--- config.mk ---
export PLATFORM = sky130hd
export DESIGN_NAME = gytc_out
export DESIGN_NICKNAME = d
export VERILOG_FILES = /design/src/rtl/core/gytc_pkg.sv /design/src/rtl/core/gytc_out.sv
export SDC_FILE = /design/constraint.sdc
export NUM_CORES = 1
export LEC_CHECK = 0
export CORE_MARGIN = 2
export CORE_UTILIZATION = 30
export CTS_CLUSTER_SIZE = 8
export DETAILED_ROUTE_END_ITERATION = 6
export DONT_BUFFER_PORTS = 1
export PLACE_DENSITY = 0.45
export SYNTH_ARGS = -nofsm -noshare
export SYNTH_HDL_FRONTEND = slang
export SYNTH_SLANG_ARGS = --single-unit
--- constraint.sdc ---
create_clock -name clk -period 3.2 [get_ports clk]
set_clock_uncertainty 0.15 [all_clocks]
set_input_delay 0.32 -clock clk [delete_from_list [all_inputs] [get_ports clk]]
set_output_delay 0.32 -clock clk [all_outputs]
set_load 0.005 [all_outputs]
--- src/rtl/core/gytc_pkg.sv ---
// ----------------------------------------------------------------------------
// gytc_pkg - shared types and constants of the gyro yaw turn controller
// Fixed-point scales, wrap limits, reciprocal constants and code enums.
// ----------------------------------------------------------------------------
`default_nettype none

package gytc_pkg;

    // Calibration samples averaged into the zero-rate offset
    localparam int CALIB_SAMPLES = 200;

    // One degree of yaw in accumulator units: 131 LSB/(deg/s) * 1000 ms * 256
    localparam longint DEG_UNITS = 64'sd33536000;
    localparam longint HALF_TURN = 180 * DEG_UNITS;
    localparam longint FULL_TURN = 360 * DEG_UNITS;

    // Widths
    localparam int GZ_W   = 16;
    localparam int DT_W   = 8;
    localparam int TGT_W  = 10;
    localparam int CENT_W = 16;
    localparam int TMR_W  = 16;
    localparam int TOL_W  = 33;   // 255 degrees in accumulator units
    localparam int ACC_W  = 36;   // yaw before wrap, target in accumulator units
    localparam int ERR_W  = 37;   // target minus yaw before normalization
    localparam int SUM_W  = $clog2(CALIB_SAMPLES * 32768 + 1) + 1;
    localparam int CNT_W  = $clog2(CALIB_SAMPLES + 1);
    localparam int OFS_W  = 25;   // offset with 8 fraction bits

    // Offset = sum * 256 / CALIB_SAMPLES as (|sum| * CAL_MUL) >> CAL_SHIFT
    localparam int     CAL_SHIFT = 31;
    localparam longint CAL_MUL   =
        ((64'sd1 << (CAL_SHIFT + 8)) + CALIB_SAMPLES - 1) / CALIB_SAMPLES;
    localparam int     CAL_MUL_W = $clog2(CAL_MUL + 1);

    // Centidegrees = yaw * 100 / DEG_UNITS = ((|yaw| >> 9) / 655)
    localparam int     CENT_PRE   = 9;
    localparam longint CENT_DIV   = DEG_UNITS / (100 * (64'sd1 << CENT_PRE));
    localparam int     CENT_SHIFT = 34;
    localparam longint CENT_MUL   = ((64'sd1 << CENT_SHIFT) + CENT_DIV - 1) / CENT_DIV;
    localparam int     CENT_MUL_W = $clog2(CENT_MUL + 1);

    // Configuration
    localparam int CFG_IDX_W  = 2;
    localparam int CFG_DATA_W = 16;
    localparam logic [CFG_IDX_W-1:0] CFG_TOLERANCE = 2'd0;
    localparam logic [CFG_IDX_W-1:0] CFG_TIMEOUT   = 2'd1;
    localparam logic [CFG_IDX_W-1:0] CFG_MIN_GAP   = 2'd2;

    localparam logic [TOL_W-1:0] TOL_RESET     = TOL_W'(10 * DEG_UNITS);
    localparam logic [TMR_W-1:0] TIMEOUT_RESET = 16'd5000;
    localparam logic [TMR_W-1:0] MIN_GAP_RESET = 16'd200;

    typedef enum logic [1:0] {
        OP_CALIB     = 2'd0,
        OP_TURN      = 2'd1,
        OP_START     = 2'd2,
        OP_RESET_YAW = 2'd3
    } opcode_t;

    typedef enum logic [1:0] {
        CMD_NONE  = 2'd0,
        CMD_LEFT  = 2'd1,
        CMD_RIGHT = 2'd2,
        CMD_STOP  = 2'd3
    } cmd_t;

    typedef enum logic [2:0] {
        ST_OK       = 3'd0,
        ST_IN_TURN  = 3'd1,
        ST_REACHED  = 3'd2,
        ST_TIMEOUT  = 3'd3,
        ST_NOT_CAL  = 3'd4,
        ST_CAL_DONE = 3'd5
    } status_t;

    // Calibration unit to turn unit
    typedef struct packed {
        logic                    calibrated;  // offset valid before this beat
        logic                    done;        // this beat completes calibration
        logic signed [OFS_W-1:0] offset;
    } calib_info_t;

    // Result of one beat before the centidegree scaling
    typedef struct packed {
        cmd_t                    cmd;
        status_t                 status;
        logic                    calibrated;
        logic signed [ACC_W-1:0] yaw;
    } stage_t;

endpackage

`default_nettype wire

--- src/rtl/core/gytc_out.sv ---
// ----------------------------------------------------------------------------
// gytc_out - yaw scaling and output register
// Converts yaw to truncated centidegrees and holds the result beat.
// ----------------------------------------------------------------------------
`default_nettype none

module gytc_out
    import gytc_pkg::*;
(
    input  wire logic        clk,
    input  wire logic        rst_n,
    input  wire logic        in_valid,
    output logic             in_ready,
    input  wire stage_t      in_data,
    output logic             m_tvalid,
    input  wire logic        m_tready,
    output logic [23:0]      m_tdata
);

    logic                        valid_reg;
    logic [23:0]                 data_reg;

    logic signed [ACC_W-1:0]     yaw_neg;
    logic [ACC_W-2:0]            mag;
    logic [ACC_W-2-CENT_PRE:0]   coarse;
    logic [ACC_W-1-CENT_PRE+CENT_MUL_W-1:0] prod;
    logic [CENT_W-2:0]           quot;
    logic signed [CENT_W-1:0]    centi;

    assign yaw_neg = -in_data.yaw;
    assign mag     = in_data.yaw[ACC_W-1] ? yaw_neg[ACC_W-2:0] : in_data.yaw[ACC_W-2:0];
    assign coarse  = mag[ACC_W-2:CENT_PRE];
    assign prod    = coarse * CENT_MUL_W'(CENT_MUL);
    assign quot    = prod[CENT_SHIFT +: CENT_W-1];
    assign centi   = in_data.yaw[ACC_W-1] ? -$signed({1'b0, quot}) : $signed({1'b0, quot});

    assign in_ready = !valid_reg || m_tready;

    always_ff @(posedge clk or negedge rst_n)
    begin
        if (!rst_n)
            valid_reg <= 1'b0;
        else if (in_ready)
            valid_reg <= in_valid;
    end

    always_ff @(posedge clk)
    begin
        if (in_ready && in_valid)
            data_reg <= {2'b00, in_data.calibrated, centi, in_data.status, in_data.cmd};
    end

    assign m_tvalid = valid_reg;
    assign m_tdata  = data_reg;

endmodule

`default_nettype wire

Yosys cells after proc, flatten, opt, wreduce, memory -nomap -nowiden. Index checks and enable logic that the tools add are counted.

Register bits after elaboration: 23. Input port bits: 46. Logic and storage cells: 11.

Add/subtract/negate cells: 2. Multiply operators: 1. Muxes and demuxes: 2. Reduce and logical (&&, ||, !) cells: 3.

Operators with widths (number): $mul 26x22->46 const B (1); $mux 35 (1); $neg 35->35 (1); $neg 15->16 (1); $mux 15 (1); $logic_and 1x1->1 (1); $logic_not 1->1 (1); $logic_or 1x1->1 (1).

Depth between registers and ports, before layout. Gate-level depths: netlist (run 1).

Word-level depth: 5. Gate-level depth with buffers: 32. Mapped depth without buffers: 32.

Worst setup path before layout (run 1). Ideal clock, no wire load.

Path kind: input to register. Start: input in_data[5] (netlist bit). End: register data_reg[19] (netlist: m_tdata[19]) (data pin). Setup time: 274 ps. Arrival time: 8652 ps. Required time: 2776 ps. Setup slack: -5875 ps. Stages on the path: 31. Cell sequence: nor4_2 > nand4b_1 > or4_4 > nor4_4 > nand3_2 > or4_1 > or2_4 > or3_4 > o21ai_2 > xnor2_1 > ha_1 > ha_1 > inv_1 > fa_1 > inv_1 > fa_1 > fa_1 > inv_1 > fa_1 > inv_1 > ha_1 > a21oi_1 > o21ai_0 > a221oi_1 > o21ai_0 > or4b_2 > o211ai_1 > nand2_1 > or4_1 > o41ai_1 > xor2_1.

Longest elaborated chain between the ends: 5.

RTL lines: from (decl) (RTL line gytc_out.sv:14) `input wire stage_t in_data,`; $neg 35->35 (*) (RTL line gytc_out.sv:30) `assign yaw_neg = -in_data.yaw;`; $mux 35 (*) (RTL line gytc_out.sv:31) `assign mag = in_data.yaw[ACC_W-1] ? yaw_neg[ACC_W-2:0] : in_data.yaw[ACC_W-2:0];`; $mul 26x22->46 (*) (RTL line gytc_out.sv:33) `assign prod = coarse * CENT_MUL_W'(CENT_MUL);`; $neg 15->16 (RTL line gytc_out.sv:35) `assign centi = in_data.yaw[ACC_W-1] ? -$signed({1'b0, quot}) : $signed({1'b0, quot});`; $mux 15 (*) (RTL line gytc_out.sv:35); via centi[14] (RTL line gytc_out.sv:28) `logic signed [CENT_W-1:0] centi;`; to (signal assigned) (RTL line gytc_out.sv:50) `data_reg <= {2'b00, in_data.calibrated, centi, in_data.status, in_data.cmd};`; to (decl) (RTL line gytc_out.sv:21) `logic [23:0] data_reg;`.

Mark *: on every way through the listed nets, which the timed path passes. The rest lies on a longest branch. A chain may end at the register's enable or synchronous reset.

Worst setup path in the final report (run 1).
Start: input in_data[8] (netlist bit). End: register data_reg[18] (netlist: m_tdata[18]) (data pin).

Same word-level chain as after synthesis.

==> results_dict.tcl, run 1 <==
set metrics [dict create \
    status "complete, but fails checks" \
    violations "negative setup slack" \
    synthTopCellsByArea "ha_1 (34%), fa_1 (24%), inv_1 (12%)" \
    cp-start-kind "input port" \
    drc 0 \
    rr_worst_depth 2 \
    worst_slew_pin_slew_ns 0.941 \
    coreArea_um2 30700 \
    synth_most_common_cell "inv_1" \
    critPathKind "in2reg" \
    critPathMaxStageDelay_ns 0.57 \
    grt_pass1_vias 7508 \
    min_period_over_period 2.70 \
    finalMaxSlewViolations 0 \
    pre_cts_slack_ns -5.98 \
    track_usage 0.145 \
    final-hold-violation-count 0 \
    drt_iter0_markers 148 \
    die_h_um 181 \
    synthToLayoutAreaGrowth_pct 29.6 \
    netlist_instances 1019 \
    fmaxAchievable_mhz 116 \
    cts_tree "built" \
    htreeDepth 1 \
    drv_cap 0 \
    timing.rr.start "m_tvalid" \
    hp-class "in2reg" \
    first_pass_iters 4 \
    dp_hpwl_um 22200 \
    synth_common_cells "inv_1 (302), ha_1 (256), fa_1 (113)" \
    avgSynthCellArea_um2 9.20 \
    ant_nets 0 \
    grt_pass1_wl_um 38000 \
    cts_inserted_buffers 3 \
    worstPathArrival_ns 8.49 \
    antenna_found_initial 0 \
    drive_gt1_frac 0.249 \
    place_congestion 0.805 \
    initial_core_util 0.306 \
    min_from "in_valid" \
    ys.flop_type "edfxtp_1" \
    ctsLongestPathBuffers 2 \
    vias_per_cell 4.47 \
    crit_top_cell "fa_1" \
    numClockSinks 23 \
    synth_top_cell_by_area "ha_1" \
    stdcell_count 1619 \
    die_w_um 181 \
    die-area_um2 32700 \
    vias 7242 \
    hold_depth 1 \
    synth_enable_flop_cells 22 \
    final_core_util 0.396 \
    worstPathRequired_ns 3.05 \
    cp-end-kind "register" \
    dp.cells 1590 \
    insertion_delay_ns 0.25 \
    relSlewSlack 0.373 \
    timing.hold.ws_ns 0.0268 \
    synth_area_um2 9370 \
    rsz0062_at_grt "true" \
    setup_violations 16 \
    timing.rr.end "m_tdata[20]" \
    fin_ws_ns -5.44 \
    crit_fanout 5 \
    min_to "m_tvalid" \
    row_count 64 \
    seq_area_frac_synth 0.0732 \
    wire_per_inst_um 14.8 \
    grt_overflow_total 0 \
    synth-seq-cells 23 \
    synth_cell_types 56 \
    routed_wl_um 24000 \
    cts-root-buf "clkbuf_16" \
    diodes 0 \
    fin_crit_ns 8.64 \
    ys.warnings.count 0 \
    fin_nets 1639 \
    synth_top_area_frac 0.342 \
    grt_max_degree 41 \
    worst_path_max_delay_cell "fa_1" \
    ioPinCount 72 \
    clkSlewWorstSetupHoldPaths_ns 0.06 \
    r2r_setup_slack_ns 1.37 \
    ys_async_sr_fraction 0.0435 \
    io_buffers 0 \
]
[metal layers]
metal  global-route usage  share of wire  vias up
met5                    0              0        -
met4               0.0171          0.012        0
met3              0.00706          0.020       16
met2                0.266           0.50      102
met1                0.192           0.47     3422
li1                     -              -     3702
[metrics by stage]
step	setup TNS (ns)	cell area [um^2]
2_1_floorplan	-79.54	9570
3_3_place_gp	-89.66	11400
3_5_place_dp	-90.86	11400
4_1_cts	-82.74	11700
5_1_grt	-86.27	12100
6_report	-81.85	12100
[registers in the layout (all words and copies together) (netlist names)]
register	count
m_tdata	22
m_tvalid	1
[cells by family (layout without fill, tap and decap cells)]
logic type               after synthesis  in the layout  share of synthesized area
buffers and inverters                311            514                      0.125
multiplexers                           2              2                    0.00214
AND/OR/NAND/NOR                      124            124                     0.0704
AO/OA/AOI/OAI                        128            128                     0.0883
XOR/XNOR                              61             61                     0.0570
flip-flops                            23             23                     0.0732
other                                  1              2                   0.000400
adder cells (fa/ha/maj)              369            369                      0.583
[worst max path at each step]
stage / startpoint / to / cells past startpoint
2_1_floorplan: in_data[8] / m_tdata[19] / 31
5_1_grt: in_data[8] / m_tdata[19] / 32
6_report: in_data[8] / m_tdata[18] / 31
3_5_place_dp: in_data[8] / m_tdata[18] / 31
4_1_cts: in_data[8] / m_tdata[18] / 31
3_3_place_gp: in_data[8] / m_tdata[18] / 31
[repair_timing]
item	CTS	global route
setup endpoints to repair	16	16
gates resized for setup	29	55
buffers inserted	11	8
endpoints found under the hold margin	1	6
hold buffers	1	6
cloned	0	0
pin swaps	13	33
[layout make-up]
class                      instances  area (um^2)
inverter                         302         1130
tap                              396          495
clock buffer                       3         75.1
clock inverter                     1         5.00
sequential                        23          686
timing repair buffer             208         1610
fill                            3143        18500
multi-input combinational        686         8130
[worst max-delay path, delay by kind of cell]
kind            cells  cell delay, ns
xor+xnor            2            0.28
compound gates      7            1.37
buf+inv             4            0.17
simple gates       11            3.53
fa+ha+maj           7            2.79
[placed cells by master, fill, tap and decap left out, types with 8 or more instances in the layout]
cell type  synthesis  routed
inv_1            302     295
ha_1             256     243
xnor2_1           46      38
o211ai_1           8       8
o21ai_0           33      23
a21oi_2            0       8
nand2_1           42      34
a21oi_1           33      24
edfxtp_1          22      22
buf_4              2     194
a21o_1             8       8
xor2_1            15      13
fa_1             113     112
nor3_1             9       8
nor2_1            19      17
ha_4               0      12
Power of run 1 is not shown: default switching activity piles up to over one toggle a cycle in this logic, so the estimate is an artifact.
==> run 2, diff against run 1 <==
==> constraint.sdc (replaced) <==
create_clock -name clk -period 9.15 [get_ports clk]
set_clock_uncertainty 0.15 [all_clocks]
set_input_delay 0.915 -clock clk [delete_from_list [all_inputs] [get_ports clk]]
set_output_delay 0.915 -clock clk [all_outputs]
set_load 0.005 [all_outputs]
==> run 2 against run 1 <==
- the run still ends with negative setup slack left
- utilization fell by 1.6 points
- first-iteration DRC count rose by 12%
- critical path depth did not move
- global-route usage fell by 0.26 points
- cell count fell by 3.3%
- wire length fell by 1.5%
- register-to-register slack improved by 6.0 ns
- non-clock buffer count fell by 53
- via count fell by 3.3%
- die area did not move
- worst hold slack improved by 0.17 ns
- critical path type unchanged
- largest cell class unchanged
==> results_dict.tcl, run 2 (synthesis gave the netlist of run 1 again) <==
set metrics [dict create \
    critPathMaxStageDelay_ns 0.58 \
    wire_per_inst_um 15.1 \
    dp_hpwl_um 21900 \
    worst_path_max_delay_cell "fa_1" \
    cts-root-buf "clkbuf_16" \
    timing.rr.start "m_tvalid" \
    status "complete, but fails checks" \
    worstPathRequired_ns 9.00 \
    final_cell_mix "inv_1 (294), ha_1 (245), buf_4 (148), fa_1 (113), xnor2_1 (40)" \
    setup_violations 4 \
    cp-end-kind "register" \
    fmaxAchievable_mhz 108 \
    drc 0 \
    final_common_cell "inv_1" \
    ioPinCount 72 \
    ant_nets 0 \
    worstPathArrival_ns 9.13 \
    critPathKind "in2reg" \
    crit_family "simple AND/OR/NAND/NOR gates" \
    die_w_um 181 \
    drive_gt1_frac 0.212 \
    fin_ws_ns -0.131 \
    die_h_um 181 \
    synthToLayoutAreaGrowth_pct 24.5 \
    antenna_found_initial 0 \
    initial_core_util 0.306 \
    fin_nets 1586 \
    drt_iter0_markers 166 \
    dp.cells 1543 \
    row_count 64 \
    coreArea_um2 30700 \
    grt_overflow_total 0 \
    track_usage 0.142 \
    finalMaxSlewViolations 0 \
    vias 7002 \
    rr_worst_depth 2 \
    tns_ns -0.303 \
    hp-class "in2async" \
    place_congestion 0.815 \
    first_pass_iters 4 \
    grt_pass1_vias 7388 \
    crit_buf_inv 4 \
    cp-start-kind "input port" \
    hold_buffers 0 \
    cts_tree "built" \
    violations "negative setup slack" \
    ctsLongestPathBuffers 2 \
    cts_inserted_buffers 3 \
    routed_wl_um 23700 \
    crit_top_cell "fa_1" \
    htreeDepth 1 \
    crit_fanout 5 \
    timing.rr.end "m_tdata[20]" \
    drv_cap 0 \
    diodes 0 \
    io_buffers 0 \
    largest_reg_flops 22 \
    r2r_setup_slack_ns 7.35 \
    grt_pass1_wl_um 37700 \
    fin_crit_ns 9.28 \
    relSlewSlack 0.385 \
    grt_max_degree 41 \
    insertion_delay_ns 0.26 \
    stdcell_count 1566 \
    clkSlewWorstSetupHoldPaths_ns 0.06 \
    worst_slew_pin_slew_ns 0.922 \
    timing.hold.ws_ns 0.198 \
    die-area_um2 32700 \
    vias_per_cell 4.47 \
    final-hold-violation-count 0 \
    numClockSinks 23 \
    rsz0062_at_grt "true" \
    min_period_over_period 1.01 \
]
run 2: changes by cell type in the layout (fill, tap and decap cells not counted), sizes merged:
cell | previous run | this run
buf | 201 | 155
dlygate4sd3 | 7 | 0
run 2: what timing repair did:
item | in CTS | in global routing
setup buffers | 7 | 12
pin swaps | 11 | 26
gates resized for setup | 17 | 59
setup endpoints to repair | 11 | 12
run 2: worst register-to-register path, cell delays in order (launching register included):
cell and delay (ns):
dfrtp_1 0.39, nand2b_1 0.13, and2_1 0.75
run 2: worst max-delay path by stage:
stage / from / to / slack [ns] / depth (start not counted)
CTS: in_data[8] / m_tdata[19] / -0.13 / 31
global placement: in_data[8] / m_tdata[18] / -0.59 / 31
global route: in_data[8] / m_tdata[19] / -0.45 / 33
floorplan: in_data[8] / m_tdata[19] / -0.04 / 31
finish: in_data[8] / m_tdata[19] / -0.13 / 31
detailed placement: in_data[8] / m_tdata[18] / -0.64 / 31
run 2: area by class of cell:
class	count	area, um^2
clock buffer	3	75.1
tap	396	495
inverter	302	1130
sequential	23	686
multi-input combinational	686	8060
timing repair buffer	155	1210
clock inverter	1	5.00
fill	3144	19000
run 2: per-stage QoR:
stage	util	worst slack (ns)	instance area [um^2]
after floorplan	-	-0.0441	9550
after global placement	0.360	-0.585	11000
after detailed placement	0.360	-0.643	11000
after CTS	0.367	-0.128	11300
after global routing	0.380	-0.449	11700
final	0.380	-0.131	11700
run 2: per-layer routing:
| layer | wire [um] | up-vias | GRT usage |
|---|---|---|---|
| li1 | - | 3603 | - |
| met4 | 213 | 0 | 0.0165 |
| met2 | 11700 | 104 | 0.257 |
| met3 | 729 | 15 | 0.0109 |
| met1 | 11000 | 3280 | 0.191 |
| met5 | 0 | - | 0 |
Power of run 2 is left out for the same reason.
