<file path="src/rtl/core/gytc_pkg.sv">
// ----------------------------------------------------------------------------
// gytc_pkg - shared types and constants of the gyro yaw turn controller
// Fixed-point scales, wrap limits, reciprocal constants and code enums.
// ----------------------------------------------------------------------------
`default_nettype none

package gytc_pkg;

    // Calibration samples averaged into the zero-rate offset
    localparam int CALIB_SAMPLES = 200;

    // One degree of yaw in accumulator units: 131 LSB/(deg/s) * 1000 ms * 256
    localparam longint DEG_UNITS = 64'sd33536000;
    localparam longint HALF_TURN = 180 * DEG_UNITS;
    localparam longint FULL_TURN = 360 * DEG_UNITS;

    // Widths
    localparam int GZ_W   = 16;
    localparam int DT_W   = 8;
    localparam int TGT_W  = 10;
    localparam int CENT_W = 16;
    localparam int TMR_W  = 16;
    localparam int TOL_W  = 33;   // 255 degrees in accumulator units
    localparam int ACC_W  = 36;   // yaw before wrap, target in accumulator units
    localparam int ERR_W  = 37;   // target minus yaw before normalization
    localparam int SUM_W  = $clog2(CALIB_SAMPLES * 32768 + 1) + 1;
    localparam int CNT_W  = $clog2(CALIB_SAMPLES + 1);
    localparam int OFS_W  = 25;   // offset with 8 fraction bits

    // Offset = sum * 256 / CALIB_SAMPLES as (|sum| * CAL_MUL) >> CAL_SHIFT
    localparam int     CAL_SHIFT = 31;
    localparam longint CAL_MUL   =
        ((64'sd1 << (CAL_SHIFT + 8)) + CALIB_SAMPLES - 1) / CALIB_SAMPLES;
    localparam int     CAL_MUL_W = $clog2(CAL_MUL + 1);

    // Centidegrees = yaw * 100 / DEG_UNITS = ((|yaw| >> 9) / 655)
    localparam int     CENT_PRE   = 9;
    localparam longint CENT_DIV   = DEG_UNITS / (100 * (64'sd1 << CENT_PRE));
    localparam int     CENT_SHIFT = 34;
    localparam longint CENT_MUL   = ((64'sd1 << CENT_SHIFT) + CENT_DIV - 1) / CENT_DIV;
    localparam int     CENT_MUL_W = $clog2(CENT_MUL + 1);

    // Configuration
    localparam int CFG_IDX_W  = 2;
    localparam int CFG_DATA_W = 16;
    localparam logic [CFG_IDX_W-1:0] CFG_TOLERANCE = 2'd0;
    localparam logic [CFG_IDX_W-1:0] CFG_TIMEOUT   = 2'd1;
    localparam logic [CFG_IDX_W-1:0] CFG_MIN_GAP   = 2'd2;

    localparam logic [TOL_W-1:0] TOL_RESET     = TOL_W'(10 * DEG_UNITS);
    localparam logic [TMR_W-1:0] TIMEOUT_RESET = 16'd5000;
    localparam logic [TMR_W-1:0] MIN_GAP_RESET = 16'd200;

    typedef enum logic [1:0] {
        OP_CALIB     = 2'd0,
        OP_TURN      = 2'd1,
        OP_START     = 2'd2,
        OP_RESET_YAW = 2'd3
    } opcode_t;

    typedef enum logic [1:0] {
        CMD_NONE  = 2'd0,
        CMD_LEFT  = 2'd1,
        CMD_RIGHT = 2'd2,
        CMD_STOP  = 2'd3
    } cmd_t;

    typedef enum logic [2:0] {
        ST_OK       = 3'd0,
        ST_IN_TURN  = 3'd1,
        ST_REACHED  = 3'd2,
        ST_TIMEOUT  = 3'd3,
        ST_NOT_CAL  = 3'd4,
        ST_CAL_DONE = 3'd5
    } status_t;

    // Calibration unit to turn unit
    typedef struct packed {
        logic                    calibrated;  // offset valid before this beat
        logic                    done;        // this beat completes calibration
        logic signed [OFS_W-1:0] offset;
    } calib_info_t;

    // Result of one beat before the centidegree scaling
    typedef struct packed {
        cmd_t                    cmd;
        status_t                 status;
        logic                    calibrated;
        logic signed [ACC_W-1:0] yaw;
    } stage_t;

endpackage

`default_nettype wire

</file>
<file path="src/rtl/core/gytc_turn.sv">
// ----------------------------------------------------------------------------
// gytc_turn - yaw integration and bang-bang turn decision
// Integrates the rate, wraps yaw, runs the turn timers and picks the command.
// ----------------------------------------------------------------------------
`default_nettype none

module gytc_turn
    import gytc_pkg::*;
(
    input  wire logic                    clk,
    input  wire logic                    rst_n,
    input  wire logic                    in_fire,
    input  wire opcode_t                 opcode,
    input  wire logic signed [GZ_W-1:0]  gyro_z,
    input  wire logic [DT_W-1:0]         elapsed_ms,
    input  wire logic signed [TGT_W-1:0] target_deg,
    input  wire calib_info_t             cal,
    input  wire logic [TOL_W-1:0]        tol_units,
    input  wire logic [TMR_W-1:0]        timeout_ms,
    input  wire logic [TMR_W-1:0]        min_turn_gap_ms,
    output stage_t                       res
);

    localparam logic signed [ACC_W-1:0] ACC_HALF = ACC_W'(HALF_TURN);
    localparam logic signed [ACC_W-1:0] ACC_FULL = ACC_W'(FULL_TURN);
    localparam logic signed [ACC_W-1:0] ACC_DEG  = ACC_W'(DEG_UNITS);
    localparam logic signed [ERR_W-1:0] ERR_HALF = ERR_W'(HALF_TURN);
    localparam logic signed [ERR_W-1:0] ERR_FULL = ERR_W'(FULL_TURN);

    logic signed [ACC_W-1:0] yaw_reg, yaw_next;
    logic                    have_prev_reg, have_prev_next;
    logic                    active_reg, active_next;
    logic signed [ACC_W-1:0] tgt_units_reg, tgt_units_next;
    logic [TMR_W-1:0]        elapsed_reg, elapsed_next;
    logic [TMR_W-1:0]        since_reg, since_next;

    logic signed [25:0]      delta;
    logic signed [DT_W:0]    dt_s;
    logic signed [34:0]      prod;
    logic signed [ACC_W-1:0] yaw_sum;
    logic signed [ACC_W-1:0] yaw_wrap;
    logic signed [ACC_W-1:0] yaw_int;
    logic signed [ACC_W-1:0] tgt_units;
    logic [TMR_W:0]          te_sum, sl_sum;
    logic [TMR_W-1:0]        te, sl;
    logic signed [ERR_W-1:0] err0, err1, err2, err_neg;
    logic [ERR_W-2:0]        aerr, tol_ext;
    cmd_t                    cmd;
    status_t                 status;

    // Integration: yaw -= (gz*256 - offset) * dt, then one wrap step
    assign delta    = {{2{gyro_z[GZ_W-1]}}, gyro_z, 8'b0} - 26'(cal.offset);
    assign dt_s     = $signed({1'b0, elapsed_ms});
    assign prod     = delta * dt_s;
    assign yaw_sum  = yaw_reg - ACC_W'(prod);
    always_comb
    begin
        if (yaw_sum > ACC_HALF)
            yaw_wrap = yaw_sum - ACC_FULL;
        else if (yaw_sum < -ACC_HALF)
            yaw_wrap = yaw_sum + ACC_FULL;
        else
            yaw_wrap = yaw_sum;
    end
    assign yaw_int = have_prev_reg ? yaw_wrap : yaw_reg;

    assign tgt_units = ACC_W'(target_deg) * ACC_DEG;

    // Saturating timers
    assign te_sum = {1'b0, elapsed_reg} + (TMR_W+1)'(elapsed_ms);
    assign sl_sum = {1'b0, since_reg} + (TMR_W+1)'(elapsed_ms);
    assign te     = te_sum[TMR_W] ? '1 : te_sum[TMR_W-1:0];
    assign sl     = sl_sum[TMR_W] ? '1 : sl_sum[TMR_W-1:0];

    // Error normalized into [-180, 180] degrees; two steps cover the range
    assign err0 = ERR_W'(tgt_units_reg) - ERR_W'(yaw_int);
    always_comb
    begin
        if (err0 > ERR_HALF)
            err1 = err0 - ERR_FULL;
        else if (err0 < -ERR_HALF)
            err1 = err0 + ERR_FULL;
        else
            err1 = err0;
        if (err1 > ERR_HALF)
            err2 = err1 - ERR_FULL;
        else if (err1 < -ERR_HALF)
            err2 = err1 + ERR_FULL;
        else
            err2 = err1;
    end
    assign err_neg = -err2;
    assign aerr    = err2[ERR_W-1] ? err_neg[ERR_W-2:0] : err2[ERR_W-2:0];
    assign tol_ext = (ERR_W-1)'(tol_units);

    always_comb
    begin
        yaw_next       = yaw_reg;
        have_prev_next = have_prev_reg;
        active_next    = active_reg;
        tgt_units_next = tgt_units_reg;
        elapsed_next   = elapsed_reg;
        since_next     = since_reg;
        cmd            = CMD_NONE;
        status         = ST_OK;
        case (opcode)
            OP_CALIB:
            begin
                if (cal.done)
                begin
                    yaw_next = '0;
                    status   = ST_CAL_DONE;
                end
            end
            OP_RESET_YAW:
            begin
                yaw_next = '0;
            end
            OP_START:
            begin
                if (!cal.calibrated)
                    status = ST_NOT_CAL;
                else
                begin
                    yaw_next       = '0;
                    active_next    = 1'b1;
                    tgt_units_next = tgt_units;
                    elapsed_next   = '0;
                    since_next     = '1;
                    status         = ST_IN_TURN;
                end
            end
            OP_TURN:
            begin
                if (!cal.calibrated)
                    status = ST_NOT_CAL;
                else
                begin
                    yaw_next       = yaw_int;
                    have_prev_next = 1'b1;
                    if (active_reg)
                    begin
                        elapsed_next = te;
                        since_next   = sl;
                        if (te >= timeout_ms)
                        begin
                            active_next = 1'b0;
                            cmd         = CMD_STOP;
                            status      = ST_TIMEOUT;
                        end
                        else if (aerr < tol_ext)
                        begin
                            active_next = 1'b0;
                            cmd         = CMD_STOP;
                            status      = ST_REACHED;
                        end
                        else
                        begin
                            status = ST_IN_TURN;
                            if (sl > min_turn_gap_ms && aerr > tol_ext)
                            begin
                                cmd        = (err2 > 0) ? CMD_RIGHT : CMD_LEFT;
                                since_next = '0;
                            end
                            else if (aerr == tol_ext)
                                cmd = CMD_STOP;
                        end
                    end
                end
            end
            default: ;
        endcase
    end

    always_ff @(posedge clk or negedge rst_n)
    begin
        if (!rst_n)
        begin
            yaw_reg       <= '0;
            have_prev_reg <= 1'b0;
            active_reg    <= 1'b0;
            tgt_units_reg <= '0;
            elapsed_reg   <= '0;
            since_reg     <= '1;
        end
        else if (in_fire)
        begin
            yaw_reg       <= yaw_next;
            have_prev_reg <= have_prev_next;
            active_reg    <= active_next;
            tgt_units_reg <= tgt_units_next;
            elapsed_reg   <= elapsed_next;
            since_reg     <= since_next;
        end
    end

    assign res.cmd        = cmd;
    assign res.status     = status;
    assign res.calibrated = cal.calibrated | cal.done;
    assign res.yaw        = yaw_next;

endmodule

`default_nettype wire

</file>
<file path="config.mk">
export PLATFORM = sky130hd
export DESIGN_NAME = gytc_turn
export DESIGN_NICKNAME = d
export VERILOG_FILES = /design/src/rtl/core/gytc_pkg.sv /design/src/rtl/core/gytc_turn.sv
export SDC_FILE = /design/constraint.sdc
export NUM_CORES = 1
export LEC_CHECK = 0
export ABC_AREA = 1
export BUFFER_PORTS_ARGS = -buffer_cell sky130_fd_sc_hd__buf_2
export CAP_MARGIN = 20
export CORE_UTILIZATION = 65
export CTS_CLUSTER_DIAMETER = 100
export CTS_CLUSTER_SIZE = 40
export DETAILED_ROUTE_END_ITERATION = 6
export PLACE_DENSITY = 0.83
export RECOVER_POWER = 25
export SLEW_MARGIN = 20
export SYNTH_ARGS = -nofsm -noshare
export SYNTH_HDL_FRONTEND = slang
export SYNTH_SLANG_ARGS = --single-unit
</file>
<file path="constraint.sdc">
create_clock -name clk -period 37.7 [get_ports clk]
set_input_delay 5.655 -clock clk [delete_from_list [all_inputs] [get_ports clk]]
set_output_delay 5.655 -clock clk [all_outputs]
set_load 0.02 [all_outputs]
</file>
# After elaboration in Yosys (flattened, before gate mapping)
# Cells that the tools add are included.
# totals
register_bits,95
input_bits,131
# op_classes
reduce_logical,7
n_mul,2
add_sub_neg,12
order_cmp,11
eq_ne,7
bitwise_logic,1
n_mux,46
# ops
cell,n
2-to-1 mux 36 bit,7
2-to-1 mux 16 bit,11
2-to-1 mux 37 bit,4
case mux 36 bit (4 select lines),1
adder 37 x 35 -> 37 bit (second input constant),2
> comparator 37 x 34 -> 1 bit (second input constant),2
less-than comparator 37 x 34 -> 1 bit (second input constant),2
subtractor 37 x 35 -> 37 bit (second input constant),2
case mux 16 bit (2 select lines),2
> comparator 37 x 1 -> 1 bit (second input constant),1
subtractor 36 x 36 -> 37 bit,1
adder 36 x 35 -> 36 bit (second input constant),1
equality test 36 x 33 -> 1 bit,1
> comparator 36 x 33 -> 1 bit,1
> comparator 36 x 34 -> 1 bit (second input constant),1
less-than comparator 36 x 33 -> 1 bit,1
less-than comparator 36 x 34 -> 1 bit (second input constant),1
negator 36 bit,1
subtractor 36 x 35 -> 36 bit,1
subtractor 36 x 35 -> 36 bit (second input constant),1
multiplier 26 x 9 -> 35 bit,1
adder 16 x 8 -> 17 bit,2
subtractor 24 x 25 -> 26 bit,1
multiplier 10 x 15 -> 25 bit (second input constant),1
other kinds (17),37

# Longest topological paths before layout
# Gate-level depths: netlist (run 1).
# logic_depth
depth_word,24
depth_mapped,118
depth_no_buf,115

# Worst setup path before layout (run 1)
# No wires, ideal clock.
# synth_timing
kind,input -> output
start,input cal[0] in the netlist's numbering
end,output res[40] in the netlist's numbering
required_ns,32.045
path_buffers,6
path_slack_ns,11.263
t_arrival_ns,20.782
stages,107
path_cell_list,clkbuf_1 inv_1 ha_1 inv_1 nor3_1 inv_1 nor2_1 inv_1 nor2_1 nand2_1 nor2_1 inv_1 o21ai_0 nand3_1 nand2_1 nand2_1 nand2_1 a21oi_1 (+71 left out) inv_1 clkbuf_1 nor2_1 xor2_1 inv_1 ha_1 nand2_1 nor3b_1 nand3_1 o221a_2 o31ai_1 nand2_1 o211ai_1 nand3_1 nand3_2 nand2_1 inv_1 a31oi_1
# synth_lines
item,line,text
"start, declared",gytc_turn.sv:17,"input wire calib_info_t cal,"
"end, declared",gytc_turn.sv:21,output stage_t res

==> results list, run 1 <==
* Number of H-tree levels: 3
- Of the total synthesized cell area, the portion taken by AND, OR, NAND and NOR gates is 0.357.
- In the synthesized netlist the async set-or-reset flop fraction comes to 1.00.
- The total count of hold-check failures in the final report is 0.
- By instance count, the leading cell after synthesis is nand2_1.
* Cell taking the most area after synthesis: nand2_1
- The die covers 46800 sq um.
- Maximum clock frequency: 32.4 MHz
- Area grow syn2layout: 5.29%
- Clock tree root buffer cell: clkbuf_16
- Summing over every cut layer, the via total after detailed routing is 31.0k.
- Fill cells in the final layout number 4157.
* Sink count of the clock tree: 95
- Least-Margin Pin Slew: 3940 ps
* Maximum number of buffers from clock root to sink: 2
- Dividing the detail-routed via count by the number of cells gives 5.65.
- The synthesized netlist contains 66 unique library cells.
* Crit path time final: 30880 ps
* Worst Path Class, Setup: in2out
- Worst skew pair latency: 380 ps
* Max FFs per register: 36
* Number of buffer and inverter stages on the critical path: 23
- The min-delay analysis places its worst path in the category reg2reg.
- Global-route wire length before repair: 147000 um
- Initial antenna violation count: 0
- Once layout is complete, the utilization of the core stands at 0.694.
* Dominant combinational cell family by area after synthesis: simple AND/OR/NAND/NOR gates
- Part of the Yosys area used for sequential elements: 0.0803
- The critical path ends at res[41].
- Final Max Slew Viols: 98
- Run status: finished, violations left
- The critical path starts at cal[0].
- When the netlist entered floorplanning its net count stood at 5442.
- At the worst endpoint, the required time is 32040 ps.
- The slowest stage of the critical path is the fa_1 cell.
* Post-route antenna net violation count: 0
* Routability congestion estimate from global placement: 1.03
- All-Layer GR Usage: 0.390
- Setup violations remaining at the end of the flow were counted as 0.
* Number of warnings issued by yosys: 0
- Number of global-route vias before repair: 29.1k
- Across the run, the number of max-cap violations was 2.
- Failing checks: design-rule violations, max-capacitance violations, max-slew violations
* Post-synth design cell area: 29800 sq um
* Share of the synthesized area in the top cell type: 0.173
* # DRC: 3
- Setup TNS: 0 ps
- Setup repair after global routing left no endpoint under its margin.
- Primary FF master, synth: dfrtp_1
- STA classifies the critical path startpoint as an input pin.
* Reg-to-reg critical path endpoint: since_reg[12]
- CP max FO: 49
- Post-cts hold buffer count: 0
- In the finished design, the share of the clock period the worst path needs comes to 0.819.
- A synthesized cell averages 6.26 sq um.
* CP top delay family: simple AND/OR/NAND/NOR gates
- Yosys mapped a number of flops with a built-in enable equal to 0.
* Synthesized-area fraction occupied by ao, oa, aoi and oai cells: 0.0945
* Number of clock buffers inserted by TritonCTS: 9
- In this run the horizontal extent of the chip is 216 um.
- The worst hold path begins at since_reg[3].
- Worst setup slack after placement: 7310 ps
- Measured against its own limit, the worst slew margin works out to -1.62.
- After clock tree synthesis, the clock-pin slew on the worst setup and hold paths is 80 ps.
- Setup slack of the worst register-to-register path: 20520 ps
- The worst setup path is captured at a primary output.
- For this run, the slowest stage of the critical path takes 550 ps.
- In the post-route analysis, the smallest setup slack over all paths is 6820 ps.
- Core region area: 45300 sq um
- Chip height: 216 um
- The number of setup buffers added after CTS is 0.
- For the final database, setup skew stands at 10.0 ps.
* Number of rows in the core area: 78
- Post-layout net count: 5552
- Remaining global-route overflow: 0
- Arrival time worst endpoint: 25220 ps
- Initial detailed-routing violation count: 3062
* Number of port buffers: 172
- Fraction of final layout cells sized beyond drive strength 1: 0.0880
* Average wire per cell in the routed design: 16.5 um
- Pin count of the biggest net entering global routing: 66
- Number of iterations in the first detailed-routing pass: 7
* Cell depth of the worst flop-to-flop path: 85
- Synthesized-area fraction occupied by adder cells: 0.290
- TritonCTS built the clock tree.
- Boundary Pins: 173
- Of the total synthesized cell area, the portion taken by XOR and XNOR cells is 0.0493.
* Startpoint of the worst-slack reg-to-reg timing path: yaw_reg[9]
- Crit path top cell by count: nand2_1
- Cells taking the most area after synthesis: nand2_1 17%, fa_1 17%, ha_1 12%
- Detailed placement finished with a half-perimeter wire length of 76200 um.
* Synthesis-stage register bit count: 95
- Mux contribution to synthesized area: 0
- Counting buffers and inverters, the worst setup path is 107 cells deep.
* Initial core utilization: 0.659
- After clock tree synthesis, the repair step resized 0 gates.
* Most used standard cells in the synthesized netlist: 1378 x nand2_1, 866 x inv_1, 486 x nor2_1
* Post-Route WL: 90700 um
- Synthesis handed over a netlist of 4769 instances.
metrics by stage:
stage / hold slack, ps / instance area (sq um) / cells
CTS: 509 / 31400 / 5484
detailed placement: 486 / 31100 / 5468
finish: 508 / 31400 / 5485
floorplan: 448 / 29800 / 4769
global route: 527 / 31400 / 5484
global placement: 474 / 31100 / 5468
kinds of logic (layout without fill, tap and decap cells):
family | after synthesis | after routing
AOI/OAI and AO/OA | 496 | 496
xor gates and xnor gates | 168 | 168
adders and majority gates | 542 | 542
buffers and inverters | 990 | 1105
DFF | 95 | 95
other | 0 | 1
and+or+nand+nor | 2478 | 2478
cell usage in the layout, fill, tap and decap left out, types with 79 or more instances in the layout:
master,instances
inv_1,866
buf_2,171
ha_1,293
nand4_1,81
nand2_1,1378
nor2_1,485
xor2_1,128
a21oi_1,202
o21ai_0,174
dfrtp_1,79
nand3_1,300
fa_1,249
area by class of cell:
type / count / area (sq um) / area share
Timing Repair Buffer: 189 / 983 / 0.0313
Multi-Input combinational cell: 3684 / 23600 / 0.751
Inverter: 900 / 3380 / 0.108
Antenna cell: 1 / 2.50 / 0.0000796
Clock buffer: 10 / 239 / 0.00761
Sequential cell: 95 / 2400 / 0.0763
Clock inverter: 6 / 61.3 / 0.00195
Tap cell: 600 / 751 / 0.0239
metal layers:
metal  share of wire  GRT usage
met5               0          0
met4           0.033      0.124
met3            0.10     0.0834
met2            0.44      0.615
met1            0.43      0.533
worst min path at each step:
stage | end | cells after the start
finish | since_reg[3] | 2
global route | tgt_units_reg[33] | 2
CTS | since_reg[5] | 2
detailed placement | tgt_units_reg[33] | 2
global placement | tgt_units_reg[31] | 2
floorplan | tgt_units_reg[12] | 2
worst reg2reg max path: cells and delay by family, from the launching register on:
family	cells	cell delay (ps)
AOI/OAI and AO/OA	22	4760
and+or+nand+nor	40	6160
buffers and inverters	14	2580
DFF	1	390
xor gates and xnor gates	2	470
adders and majority gates	7	2730
Power of run 1 is not shown: default switching activity piles up to over one toggle a cycle in this logic, so the estimate is an artifact.
==> run 2, diff against run 1 <==
--- a/config.mk
+++ b/config.mk
@@ -5,14 +5,14 @@
 export SDC_FILE = /design/constraint.sdc
 export NUM_CORES = 1
 export LEC_CHECK = 0
-export ABC_AREA = 1
+export ABC_AREA = 0
 export BUFFER_PORTS_ARGS = -buffer_cell sky130_fd_sc_hd__buf_2
 export CAP_MARGIN = 20
-export CORE_UTILIZATION = 65
+export CORE_UTILIZATION = 58
 export CTS_CLUSTER_DIAMETER = 100
 export CTS_CLUSTER_SIZE = 40
 export DETAILED_ROUTE_END_ITERATION = 6
-export PLACE_DENSITY = 0.83
+export PLACE_DENSITY = 0.79
 export RECOVER_POWER = 25
 export SLEW_MARGIN = 20
 export SYNTH_ARGS = -nofsm -noshare
==> constraint.sdc (replaced) <==
create_clock -name clk -period 25.6 [get_ports clk]
set_input_delay 3.84 -clock clk [delete_from_list [all_inputs] [get_ports clk]]
set_output_delay 3.84 -clock clk [all_outputs]
set_load 0.02 [all_outputs]
==> run 2 against run 1 <==
Against the previous run: the run still ends with design-rule violations, max-capacitance violations, max-slew violations left; utilization increased by 1.1 points; clock-buffer cell count unchanged; worst hold slack worse by 17 ps; critical path type unchanged; critical endpoint is now res[40]; largest cell class unchanged.
==> results list, run 2 <==
* Run status: finished, violations left
- The final reports fail on design-rule violations, max-capacitance violations, max-slew violations.
- Peak per-stage delay on the critical path: 560 ps (about the same)
* Mean instance size in the synthesized netlist: 7.93 sq um (+27%)
* Fraction of registers with async set/reset: 1.00 (unchanged)
- The arrival time of data at the critical path endpoint came to 21370 ps (-3850 ps).
* Boundary Pins: 173 (unchanged)
- The average via count per standard cell is 5.99 (+6.0%).
* Register area: 2400 sq um (about the same)
* Crit path time final: 25210 ps
- The number of flip-flops under the largest register name came to 36 (unchanged).
- In the synthesized netlist, the cells that appear most often are 522 x inv_1, 293 x ha_1, 292 x nand2_1.
- The total count of hold-check failures in the final report was 0 (unchanged).
- The setup slack of the most critical reg-to-reg path came to 9510 ps (-11010 ps).
- The cell depth of the worst flop-to-flop path came to 75 (-12%).
- Initial detailed-routing violation count: 1989 (-35%)
* Initial antenna violation count: 5 (+5)
- The DRC violation count after routing was 2 (-1).
- Synthesis-stage register bit count: 95 (unchanged)
* Nature of the critical path endpoint: primary output
- By area the synthesized netlist is led by fa_1 19%, ha_1 14%, dfrtp_1 7.4%.
- Fraction of final layout cells sized beyond drive strength 1: 0.219 (+0.131)
- The total CTS buffers came to 9 (unchanged).
* Maximum clock frequency: 39.7 MHz
* Post-route antenna net violation count: 0 (unchanged)
* Floorplan die area: 46700 sq um (about the same)
- Post-cts hold buffer count: 0 (unchanged)
* Number of warnings issued by yosys: 0 (unchanged)
* Primary FF master, synth: dfrtp_1
- Number of iterations in the first detailed-routing pass: 7 (unchanged)
- The library cell used most frequently in the layout, excluding fill and tap cells, is inv_1.
- Startpoint of the worst-slack reg-to-reg timing path: yaw_reg[3]
- The final-report max-slew violation count was 98 (unchanged).
- The floorplan die width was 216 um (about the same).
* Final Instance Area: 31900 sq um (+1.6%)
- Clock tree from TritonCTS: built
- The setup clock skew after layout came to 11.6 ps (+1.60 ps).
- Reg-to-reg critical path endpoint: since_reg[7]
- The area share of the leading cell type in the synthesized netlist came to 0.187 (+0.0140).
* Final-layout fill cell count: 3635 (-13%)
* Remaining global-route overflow: 0 (unchanged)
* Area grow syn2layout: 20.0%
* Post-layout net count: 4453 (-20%)
- Part of the Yosys area used for sequential elements: 0.0901 (+0.00976)
- Global-route wire length before repair: 127000 um (-14%)
- Cell area reported after detailed placement: 30000 sq um (-3.6%)
- Min-delay worst type: reg2reg
- The relative max-transition margin is -1.34 (+0.289).
- Depth of the worst hold-timing path: 2 (unchanged)
* Number of global-route vias before repair: 25.5k (-12%)
* Sink count of the clock tree: 95 (unchanged)
* Number of rows in the core area: 78 (unchanged)
* Worst Setup Start Kind: input pin
- Multi-input logic area: 22900 sq um (-3.1%)
- The largest driver fanout on the critical path is 6 (-88%).
- The slew at the pin with the worst max-slew slack came to 3500 ps (-433 ps).
- HP Start: tgt_units_reg[13]
- Chip height: 216 um (about the same)
* Post-synthesis cell count: 3357 (-30%)
- Worst Path Class, Setup: in2out
- The slowest stage of the critical path belongs to the cell or4_4.
- The max-cap check violation count is 2 (unchanged).
- The core footprint is 45300 sq um (unchanged).
* Cell taking the most area after synthesis: fa_1
* Crit path launch: cal[8]
- Post-detailed-placement half-perimeter wirelength: 64400 um (-16%)
- Dividing the final minimum period by the clock period gives 0.985.
- The tree is rooted in a clkbuf_16.
- Overall via count from detail_route: 26.3k (-15%)
* Maximum number of buffers from clock root to sink: 2 (unchanged)
- Setup repair after global routing could not meet its margin everywhere.
- The number of distinct standard cells referenced by the synthesized netlist is 121 (+83%).
- The deepest level of the CTS H-tree is 3 (unchanged).
* Average wire per cell in the routed design: 18.2 um (+10%)
* Number of flops mapped to enable cells by yosys: 0 (unchanged)
- Top-count cell post-synth: inv_1
- The pin count of the biggest net entering global routing is 63 (-4.5%).
- Worst skew pair latency: 390 ps (about the same)
- All-Layer GR Usage: 0.333 (-0.0577)
- Number of port buffers: 172 (unchanged)
* Post-synth design cell area: 26600 sq um (-11%)
- The final-report setup violation count came to 0 (unchanged).
- Most frequent cells in the layout: 514 x inv_1, 331 x buf_4, 288 x nand2_1
- The required time of the critical path came to 21760 ps (-10280 ps).
- Hold-critical path endpoint: tgt_units_reg[13]
- Synth Net Count: 4030 (-26%)
* Clock-pin slew on the worst setup and hold paths: 70 ps (about the same)
* Routability congestion estimate from global placement: 0.978 (-4.7%)
- The wire length after detailed routing was 79900 um (-12%).
- The initial cell density of the core is 0.588 (-0.0714).
==> run 2: how the worst max path moves through the flow <==
| stage | to |
|---|---|
| 2_1_floorplan | res[40] |
| 3_3_place_gp | res[40] |
| 3_5_place_dp | res[40] |
| 4_1_cts | res[40] |
| 5_1_grt | res[40] |
| 6_report | res[40] |
==> run 2: layout make-up <==
| class | instances | share of cell area |
|---|---|---|
| Antenna cell | 3 | 0.000235 |
| Clock buffer | 10 | 0.00748 |
| Clock inverter | 6 | 0.00215 |
| Inverter | 525 | 0.0617 |
| Multi-Input combinational cell | 2626 | 0.716 |
| Sequential cell | 95 | 0.0751 |
| Tap cell | 600 | 0.0235 |
| Timing Repair Buffer | 523 | 0.113 |
==> run 2: per-stage QoR <==
step                      setup slack [ps]  hold WS [ps]   util  TNS (ps)  instances
final                                  389           491  0.705         0       4388
after global routing                  -531           534  0.705     -2010       4387
after CTS                             7.36           489  0.676         0       4331
after detailed placement              -393           470  0.662     -1240       4301
after global placement                17.9           474  0.662         0       4301
after floorplan                       10.9           452      -         0       3357
==> run 2: per-layer routing <==
layer | part of all wire | up-vias | wire length [um] | GRT usage
li1 | - | 12381 | - | -
met1 | 0.42 | 12581 | 33300 | 0.440
met3 | 0.071 | 207 | 5690 | 0.0393
met4 | 0.038 | 2 | 3020 | 0.124
met5 | 0.00016 | - | 13 | 0
met2 | 0.47 | 1098 | 37900 | 0.557
==> run 2: cell families (layout without fill, tap and decap cells) <==
group | count (synthesis) | count (layout) | share of synthesized area
muxes | 42 | 42 | 0.0164
other | 0 | 3 | 0
AOI/OAI and AO/OA | 827 | 827 | 0.212
xor gates and xnor gates | 198 | 198 | 0.0666
DFF | 95 | 95 | 0.0901
buffers and inverters | 636 | 1064 | 0.0913
and+or+nand+nor | 1014 | 1014 | 0.197
adders and majority gates | 545 | 545 | 0.326
==> run 2: critical path, delay by kind of cell <==
family / cells / cell delay [ps]
adders and majority gates: 9 / 3610
muxes: 1 / 100
buffers and inverters: 12 / 1390
AOI/OAI and AO/OA: 42 / 7780
and+or+nand+nor: 25 / 4180
xor gates and xnor gates: 3 / 430
==> run 2: repair_timing <==
item / in CTS / in global routing
resized for setup: 35 / 205
setup buffers: 14 / 53
setup endpoints to repair: 4 / 4
pin swaps: 17 / 94
gates cloned: 0 / 1
Power of run 2 is left out for the same reason.
